File: config.mk
export PLATFORM = sky130hd
export DESIGN_NAME = adt_cell
export DESIGN_NICKNAME = d
export VERILOG_FILES = /design/src/design/adt_pkg.sv /design/src/design/adt_cell.sv
export SDC_FILE = /design/constraint.sdc
export NUM_CORES = 1
export LEC_CHECK = 0
export ABC_AREA = 1
export BUFFER_PORTS_ARGS = -buffer_cell sky130_fd_sc_hd__buf_2
export CORE_UTILIZATION = 40
export DETAILED_ROUTE_END_ITERATION = 10
export PLACE_DENSITY = 0.65
export RECOVER_POWER = 100
export SLEW_MARGIN = 20
export SYNTH_ARGS = -nofsm -noshare
export SYNTH_HDL_FRONTEND = slang
export SYNTH_SLANG_ARGS = --single-unit
export TNS_END_PERCENT = 1
File: constraint.sdc
create_clock -name aclk -period 2.8 [get_ports aclk]
set_input_delay 0.14 -clock aclk [delete_from_list [all_inputs] [get_ports aclk]]
set_output_delay 0.14 -clock aclk [all_outputs]
set_load 0.05 [all_outputs]
File: src/design/adt_pkg.sv
// adt_pkg: shared widths, command and status codes, and the request token
// that travels along the descriptor cell chain. No dependencies.
package adt_pkg;

    localparam int ADT_ENTRIES     = 64;
    localparam int ADT_ADDR_W      = 32;
    localparam int ADT_SIZE_W      = 21;
    localparam int ADT_STATUS_W    = 2;

    // commands
    localparam logic CMD_RECORD  = 1'b0;
    localparam logic CMD_RELEASE = 1'b1;

    // result status codes
    localparam logic [ADT_STATUS_W-1:0] ST_OK        = 2'd0;
    localparam logic [ADT_STATUS_W-1:0] ST_FULL      = 2'd1;
    localparam logic [ADT_STATUS_W-1:0] ST_NOT_FOUND = 2'd2;
    localparam logic [ADT_STATUS_W-1:0] ST_ZERO_SIZE = 2'd3;

    // request in flight; size carries the record size, or the released
    // page count once a release has hit
    typedef struct packed {
        logic                    valid;
        logic                    command;
        logic                    done;
        logic [ADT_STATUS_W-1:0] status;
        logic [ADT_ADDR_W-1:0]   address;
        logic [ADT_SIZE_W-1:0]   size;
    } adt_token_t;

endpackage

File: src/design/adt_cell.sv
// adt_cell: one descriptor entry plus one stage of the request chain.
// Depends on adt_pkg.
module adt_cell
    import adt_pkg::*;
(
    input  logic       aclk,
    input  logic       aresetn,
    input  logic       advance,
    input  adt_token_t tok_in,
    output adt_token_t tok_out
);

    logic [ADT_ADDR_W-1:0] addr_reg;
    logic [ADT_SIZE_W-1:0] size_reg;
    adt_token_t            tok_reg;
    adt_token_t            tok_next;
    logic                  entry_free;
    logic                  hit_record;
    logic                  hit_release;

    // an entry is free when its page count is zero
    assign entry_free  = (size_reg == '0);
    assign hit_record  = tok_in.valid && !tok_in.done && (tok_in.command == CMD_RECORD)
                         && entry_free;
    assign hit_release = tok_in.valid && !tok_in.done && (tok_in.command == CMD_RELEASE)
                         && !entry_free && (addr_reg == tok_in.address);

    // update the passing request
    always_comb begin
        tok_next = tok_in;
        if (hit_record) begin
            tok_next.done   = 1'b1;
            tok_next.status = ST_OK;
        end
        if (hit_release) begin
            tok_next.done   = 1'b1;
            tok_next.status = ST_OK;
            tok_next.size   = size_reg;
        end
    end

    // entry storage; address needs no reset, a free entry never compares
    always_ff @(posedge aclk) begin
        if (!aresetn) begin
            size_reg <= '0;
        end else if (advance) begin
            if (hit_record) begin
                size_reg <= tok_in.size;
            end else if (hit_release) begin
                size_reg <= '0;
            end
        end
    end

    always_ff @(posedge aclk) begin
        if (advance && hit_record) begin
            addr_reg <= tok_in.address;
        end
    end

    // hand the request to the next cell
    always_ff @(posedge aclk) begin
        if (!aresetn) begin
            tok_reg.valid <= 1'b0;
        end else if (advance) begin
            tok_reg <= tok_next;
        end
    end

    assign tok_out = tok_reg;

endmodule

==> metrics.csv, run 1 <==
metric,value,unit
path_clk_slew,0.07,ns
ys_seq_area_frac,0.663,
start_util,0.411,
synthArstFlopShare,0,
synthAdderAreaFrac,0,
dp_hpwl,6.60,mm
vias,3262,
clock_sinks,111,
antenna_found_initial,0,
synth_mux_area_frac,0,
p_leak,0.00227,uW
rows,39,
clockBufferDepth,2,
routed_wirelength,9.13,mm
cap_viol_max_count,0,
postCtsResizedCells,0,
finalCriticalPeriod,2.20,ns
worstPathMaxFanout,32,
p_per_area,645,nW/um^2
tritoncts,done,
place_congestion,0.753,
ys_warn_count,0,
drt.antenna.violating_nets,0,
die_area,12200,um^2
slew_violations,0,
vdd_ir_drop_max,0.350,mV
hold_start,tok_in[2],
synth_ff_type,edfxtp_1,
largest_reg_flops,58,
nets,645,
endpoint_kind,flop,
die_h,110,um
core-area,11400,um^2
drive_gt1_frac,0.119,
outcome,finished clean,
hold_viol_final,0,
syn_nets,521,
antennaDiodeCount,0,
synth-simple-area-share,0.178,
h-tree-depth,3,
setup_tns,0,ns
grt_pass1_wl,14.5,mm
worstMarginPinSlew,0.928,ns
fmax,0.455,GHz
cts_root_buffer,clkbuf_16,
arrival,2.17,ns
track_usage,0.160,
power.total,3590,uW
synth_xor_area_frac,0.00746,
r2r-start,size_reg[19],
setup_viol,0,
critPathKind,reg2reg,
die_x,110,um
skew,0.00826,ns
cts_made_buffers,9,
synth_cells,460,
synth.avg_cell_area,10.2,um^2
synth-edff-count,89,
critical_path.startpoint,size_reg[19],
grt_pass1_vias,3037,
synth-compound-area-share,0.0661,
holdCritPathClass,in2reg,
drtIter0Drc,110,
finalCritPeriodShare,0.785,
drc_errors,0,
synth_top_family_by_area,simple AND/OR/NAND/NOR gates,
rsz0062_at_grt,false,
synth-seq-cells,111,
grt_max_degree,44,
ys_types,23,
netlist_area,4700,um^2
clk_latency,0.34,ns
drt_pass1_iterations,4,
worstPathRequired,2.77,ns
wl_per_cell,12.5,um
ios,119,
relSlewSlack,0.381,
port_buffers,118,
viasPerCell,4.46,
start_kind,flop,
grt.overflow.total,0,
syn_to_final_growth,18.5,%
==> layer usage <==
layer,track usage,vias up,part of all wire
met1,0.206,1464,0.46
li1,-,1685,-
met2,0.256,105,0.46
met3,0.0500,8,0.068
met4,0.0508,0,0.010
met5,0,-,0
==> worst max-delay path, cell delays in order, from the launching register on <==
cell,delay (ns)
dfxtp_1,0.33
nor2_1,0.11
nand3_1,0.07
nor2_1,0.16
nand2_2,0.09
nor2_4,0.12
nand4_1,0.18
nor2_4,0.12
clkbuf_2,0.64
==> layout make-up <==
type | count | area (um^2)
fill | 1109 | 5850
multi-input combinational | 249 | 1130
clock buffer | 9 | 225
inverter | 90 | 338
clock inverter | 7 | 71.3
timing repair buffer | 123 | 508
tap | 143 | 179
sequential | 111 | 3110
==> stage by stage <==
stage	utilization	hold slack (ns)	cell area, um^2	cells	setup WS (ns)
after floorplan	-	0.239	4700	460	0.0618
after global placement	0.478	0.350	5450	715	0.869
after detailed placement	0.478	0.353	5450	715	0.816
after CTS	0.504	0.000619	5760	732	0.792
after global routing	0.487	0.0565	5570	732	0.350
final	0.487	0.0540	5570	732	0.602
==> cells in the mapped netlist, types with 2 or more instances <==
| cell | number | area share |
|---|---|---|
| xnor2_1 | 4 | 0.0075 |
| nand2_4 | 2 | 0.0048 |
| nand3_1 | 6 | 0.0064 |
| edfxtp_1 | 89 | 0.57 |
| buf_2 | 2 | 0.0021 |
| nand2_2 | 12 | 0.016 |
| o21ai_0 | 26 | 0.028 |
| buf_6 | 2 | 0.0048 |
| inv_1 | 89 | 0.071 |
| nand2_1 | 142 | 0.11 |
| buf_4 | 2 | 0.0032 |
| a21oi_2 | 20 | 0.037 |
| nor2_2 | 3 | 0.0040 |
| nor2_1 | 27 | 0.022 |
| dfxtp_1 | 22 | 0.094 |
| clkbuf_1 | 4 | 0.0032 |
| nand4_1 | 2 | 0.0027 |
==> power breakdown <==
part	switching (uW)	internal (uW)
sequential	22.8	1860
combinational	342	88.0
clock	580	696
total	945	2640
==> cells in the final DEF (no fill, tap or decap) <==
cell type,n
clkbuf_1,92
edfxtp_1,89
bufinv_16,1
inv_2,1
nand2_2,3
dlygate4sd3_1,1
nor2_2,2
a21oi_1,8
buf_4,1
nand2_1,152
clkbuf_16,9
inv_1,89
nor2_4,2
nor3_1,1
clkbuf_2,3
clkinv_2,3
inv_6,1
nor2_1,27
clkinv_4,2
nand3_1,6
buf_2,26
o21ai_0,26
a21oi_2,13
nand2_4,1
dfxtp_1,22
nand3_4,1
xnor2_1,4
nor3_2,1
nand4_1,2
==> worst paths after layout <==
kind	end	slack, ns	cells past startpoint
min reg2reg	size_reg[15]	0.46	2
min	size_reg[2]	0.05	3
max reg2reg	addr_reg[11]	0.60	8
max	addr_reg[11]	0.60	8
==> timing repair <==
action	in CTS	in global routing
buffers inserted	0	0
endpoints found under the hold margin	2	0
hold buffers	1	0
==> kinds of logic (layout without fill, tap and decap cells) <==
kind of cell / count (synthesis) / after routing
AO/OA/AOI/OAI: 47 / 47
XOR/XNOR: 4 / 4
buffers and inverters: 100 / 229
flip-flops: 111 / 111
AND/OR/NAND/NOR: 198 / 198
Note: power is estimated with default switching activity, not from simulation.
==> inputs of run 2 (changes only) <==
--- a/config.mk
+++ b/config.mk
@@ -9,7 +9,6 @@
 export BUFFER_PORTS_ARGS = -buffer_cell sky130_fd_sc_hd__buf_2
 export CORE_UTILIZATION = 40
 export DETAILED_ROUTE_END_ITERATION = 10
-export PLACE_DENSITY = 0.65
 export RECOVER_POWER = 100
 export SLEW_MARGIN = 20
 export SYNTH_ARGS = -nofsm -noshare
==> constraint.sdc (replaced) <==
create_clock -name aclk -period 2.28 [get_ports aclk]
set_input_delay 0.114 -clock aclk [delete_from_list [all_inputs] [get_ports aclk]]
set_output_delay 0.114 -clock aclk [all_outputs]
set_load 0.05 [all_outputs]
==> run 2 against run 1 <==
Net effect:
- routed wire length is 7.2% higher
- setup slack worse by 0.33 ns
- first-iteration DRC count is 7.3% lower
- clock skew is 0.0032 ns higher
- clock power is 16% higher
- final cell count is 4.2% higher
- power is 22% higher
- register-to-register slack worse by 0.29 ns
- die area stayed put
- hold slack worse by 0.020 ns
==> metrics.csv, run 2 (synthesis results as in run 1) <==
metric,value,unit
setup_viol,0,
vias,3428,
worstPathRequired,2.36,ns
antennaDiodeCount,0,
cts_made_buffers,9,
rsz0062_at_grt,false,
grt_pass1_wl,15.0,mm
port_buffers,118,
finalCriticalPeriod,2.01,ns
drt.antenna.violating_nets,0,
nets,676,
path_clk_slew,0.07,ns
holdCritPathClass,in2reg,
holdWs,0.0337,ns
start_util,0.411,
seq_area,3110,um^2
final_cell_mix,"152 x nand2_1, 89 x inv_1, 89 x edfxtp_1, 89 x clkbuf_1, 31 x dlygate4sd3_1",
hold_viol_final,0,
skew,0.0114,ns
clockBufferDepth,2,
vdd_ir_drop_max,0.344,mV
postCtsResizedCells,0,
p_leak,0.00241,uW
core-area,11400,um^2
clock_sinks,111,
largest_reg_flops,58,
viasPerCell,4.49,
grt.overflow.total,0,
syn_to_final_growth,25.2,%
track_usage,0.167,
fmax,0.499,GHz
multi_input_area,1140,um^2
outcome,finished clean,
h-tree-depth,3,
drtIter0Drc,102,
p_per_area,743,nW/um^2
drt_pass1_iterations,4,
clk_latency,0.35,ns
die_h,110,um
fill_cells,1132,
routed_wirelength,9.79,mm
endpoint_kind,flop,
rows,39,
ff2ff_path_depth,6,
tritoncts,done,
start_kind,input port,
cts_setup_buffers,0,
grt_max_degree,36,
cts_root_buffer,clkbuf_16,
drive_gt1_frac,0.123,
grt_pass1_vias,3201,
critPathKind,in2reg,
dp_hpwl,6.78,mm
die_x,110,um
min_delay_path_depth,3,
worstPathMaxFanout,30,
drc_errors,0,
cap_viol_max_count,0,
place_congestion,0.761,
slew_violations,0,
relSlewSlack,0.386,
ios,119,
arrival,2.09,ns
wl_per_cell,12.8,um
placed_area,5470,um^2
antenna_found_initial,1,
setup_tns,0,ns
worstMarginPinSlew,0.920,ns
fin_util,0.515,
final_common_cell,nand2_1,
die_area,12200,um^2
fin_area,5880,um^2
finalCritPeriodShare,0.880,
-- run 2: changes by cell type in the layout (fill, tap and decap cells not counted), moves of 2 or more --
| cell | change |
|---|---|
| buf_4 | +2 |
| buf_2 | +4 |
| clkbuf_1 | -3 |
| clkinv_4 | -2 |
| clkbuf_8 | +2 |
| dlygate4sd3_1 | +30 |
| clkbuf_2 | -2 |
-- run 2: final timing paths --
check	endpoint	start	slack (ns)
setup / recovery	tok_out[19]	tok_in[27]	0.27
hold / removal	size_reg[14]	tok_in[14]	0.03
setup reg to reg	addr_reg[26]	size_reg[16]	0.31
hold reg to reg	size_reg[2]	size_reg[2]	0.47
-- run 2: timing repair --
action,4_1_cts,5_1_grt
setup endpoints to repair,0,0
hold endpoints to repair,61,0
hold buffers,31,0
-- run 2: where the power goes --
group	total, uW	switching (uW)	internal [uW]	leakage [uW]
clock	1480	682	795	0.000142
sequential	2310	29.0	2280	0.00100
combinational	577	432	145	0.00126
total	4370	1140	3220	0.00241
-- run 2: cell type report --
cell class	count	share of cell area
inverter	90	0.0575
timing repair buffer	154	0.141
clock buffer	12	0.0436
clock inverter	4	0.00341
tap	143	0.0304
sequential	111	0.530
multi-input combinational	249	0.194
-- run 2: through the flow --
stage          total power [uW]  setup WS (ns)  instances
2_1_floorplan              2750         0.0591        460
3_3_place_gp               2920          0.344        716
3_5_place_dp               2930          0.336        716
4_1_cts                    4450          0.298        763
5_1_grt                    4550         0.0349        763
6_report                   4370          0.275        763
-- run 2: worst max-delay path, cell delays in order --
cell	delay, ns
dlygate4sd3_1	0.53
clkbuf_1	0.17
nand2_1	0.08
nand2_1	0.07
nand2_1	0.05
nor2_1	0.14
nand2_1	0.07
nor2_1	0.19
nand3_4	0.20
buf_4	0.28
nand2_1	0.08
o21ai_0	0.09
-- run 2: per-layer routing --
| metal | up-vias | part of all wire | global-route usage |
|---|---|---|---|
| met5 | - | 0.0013 | 0 |
| met4 | 2 | 0.014 | 0.0658 |
| met3 | 12 | 0.048 | 0.0400 |
| met2 | 81 | 0.48 | 0.277 |
| met1 | 1582 | 0.46 | 0.210 |
| li1 | 1751 | - | - |
==> inputs of run 3 (changes only) <==
--- a/config.mk
+++ b/config.mk
@@ -7,6 +7,7 @@
 export LEC_CHECK = 0
 export ABC_AREA = 1
 export BUFFER_PORTS_ARGS = -buffer_cell sky130_fd_sc_hd__buf_2
+export CORE_ASPECT_RATIO = 0.75
 export CORE_UTILIZATION = 40
 export DETAILED_ROUTE_END_ITERATION = 10
 export RECOVER_POWER = 100
==> run 3 against run 2 <==
Net effect:
- register-to-register slack got worse by 0.02 ns
- hold slack gained 0.0068 ns
- count of clock-buffer cells in the layout decreased by 1
- sequential cell count unchanged
- first-iteration DRC count grew to 2.5 times the previous value
- critical path type is now reg2reg
- critical endpoint is now addr_reg[11]
- largest cell class unchanged
==> metrics.csv, run 3 (synthesis results as in run 1) <==
metric,value,unit
port_buffers,118,
arrival,1.97,ns
track_usage,0.166,
drive_gt1_frac,0.122,
vdd_ir_drop_max,0.446,mV
grt.overflow.total,0,
rows,33,
drt.antenna.violating_nets,0,
slew_violations,0,
finalCriticalPeriod,1.99,ns
routed_wirelength,9.64,mm
worstMarginPinSlew,0.814,ns
grt_pass1_wl,15.4,mm
vias,3391,
p_leak,0.00243,uW
outcome,finished clean,
critPathKind,reg2reg,
syn_to_final_growth,27.3,%
tritoncts,done,
ios,119,
worstPathMaxFanout,32,
final_cell_mix,"153 x nand2_1, 91 x clkbuf_1, 89 x inv_1, 89 x edfxtp_1, 33 x dlygate4sd3_1",
clk_latency,0.34,ns
fill_cells,1053,
grt_max_degree,43,
die_area,12200,um^2
finalCritPeriodShare,0.872,
start_kind,flop,
fin_util,0.534,
cap_viol_max_count,0,
dp_hpwl,6.64,mm
postCtsResizedCells,0,
min_delay_path_depth,3,
setup_viol,0,
fin_area,5980,um^2
holdBufCountCts,33,
final_common_cell,nand2_1,
cts_root_buffer,clkbuf_16,
worstPathRequired,2.26,ns
holdCritPathClass,in2reg,
fmax,0.503,GHz
switching_share,0.247,
skew,0.00395,ns
endpoint_kind,flop,
place_congestion,0.728,
intPower,3490,uW
die_h,95.8,um
ff2ff_path_depth,8,
power_frac_comb,0.125,
viasPerCell,4.35,
drt_pass1_iterations,4,
antenna_found_initial,0,
path_clk_slew,0.07,ns
setup_tns,0,ns
die_x,127,um
start_util,0.420,
drc_errors,0,
p_seq_frac,0.499,
power.net_switching,1150,uW
h-tree-depth,3,
relSlewSlack,0.457,
power.total,4630,uW
clock_sinks,111,
grt_pass1_vias,3210,
hold_viol_final,0,
antennaDiodeCount,0,
nets,679,
largest_reg_flops,58,
placed_area,5500,um^2
cts_made_buffers,9,
wl_per_cell,12.4,um
cts_setup_buffers,0,
p_per_area,775,nW/um^2
clockBufferDepth,2,
core-area,11200,um^2
drtIter0Drc,257,
rsz0062_at_grt,false,
p_clk_frac,0.376,
[run 3: changes by cell type in the layout (fill, tap and decap cells not counted), sizes merged]
cell / before / now
buf: 34 / 30
clkbuf: 101 / 105
bufinv: 0 / 2
clkinv: 4 / 2
dlygate4sd3: 31 / 33
clkinvlp: 0 / 1
[run 3: worst paths after layout]
check,startpoint,end,slack (ns)
worst max-delay path,size_reg[6],addr_reg[11],0.29
worst min-delay path,tok_in[14],size_reg[14],0.04
worst min register to register,size_reg[2],size_reg[2],0.47
worst max register to register,size_reg[6],addr_reg[11],0.29
[run 3: worst max-delay path: stages, from the launching register on]
cell	delay, ns
dfxtp_1	0.33
nor2_1	0.10
nand2_1	0.08
nor2_1	0.16
nand2_2	0.10
nor2_4	0.11
nand4_1	0.18
nor2_4	0.11
clkbuf_4	0.44
[run 3: routing by layer]
layer / routed length (um) / part of all wire / track usage
met4: 100 / 0.010 / 0.0536
met5: 0 / 0 / 0
met1: 4580 / 0.47 / 0.221
met3: 443 / 0.046 / 0.0389
met2: 4520 / 0.47 / 0.271
[run 3: layout make-up]
type,count,area [um^2],share of cell area
multi-input cells,249,1140,0.191
repair buffers,157,847,0.142
well taps,157,196,0.0329
clock buffers,11,264,0.0442
inverters,90,338,0.0565
flip-flops and latches,111,3110,0.521
clock inverters,5,77.6,0.0130
[run 3: power by group through the flow]
stage               Clock [uW]  Combinational, uW  Sequential [uW]
floorplan                    0                145             2600
global placement             0                570             2350
detailed placement           0                576             2350
CTS                       1790                621             2310
global route              1860                626             2320
finish                    1740                579             2310
[run 3: stage by stage]
stage	std cells	hold slack, ns	setup slack [ns]
finish	780	0.0404	0.292
global route	780	0.0304	0.0859
global placement	731	0.332	0.413
floorplan	460	0.213	0.0591
CTS	780	0.0184	0.357
detailed placement	731	0.335	0.386
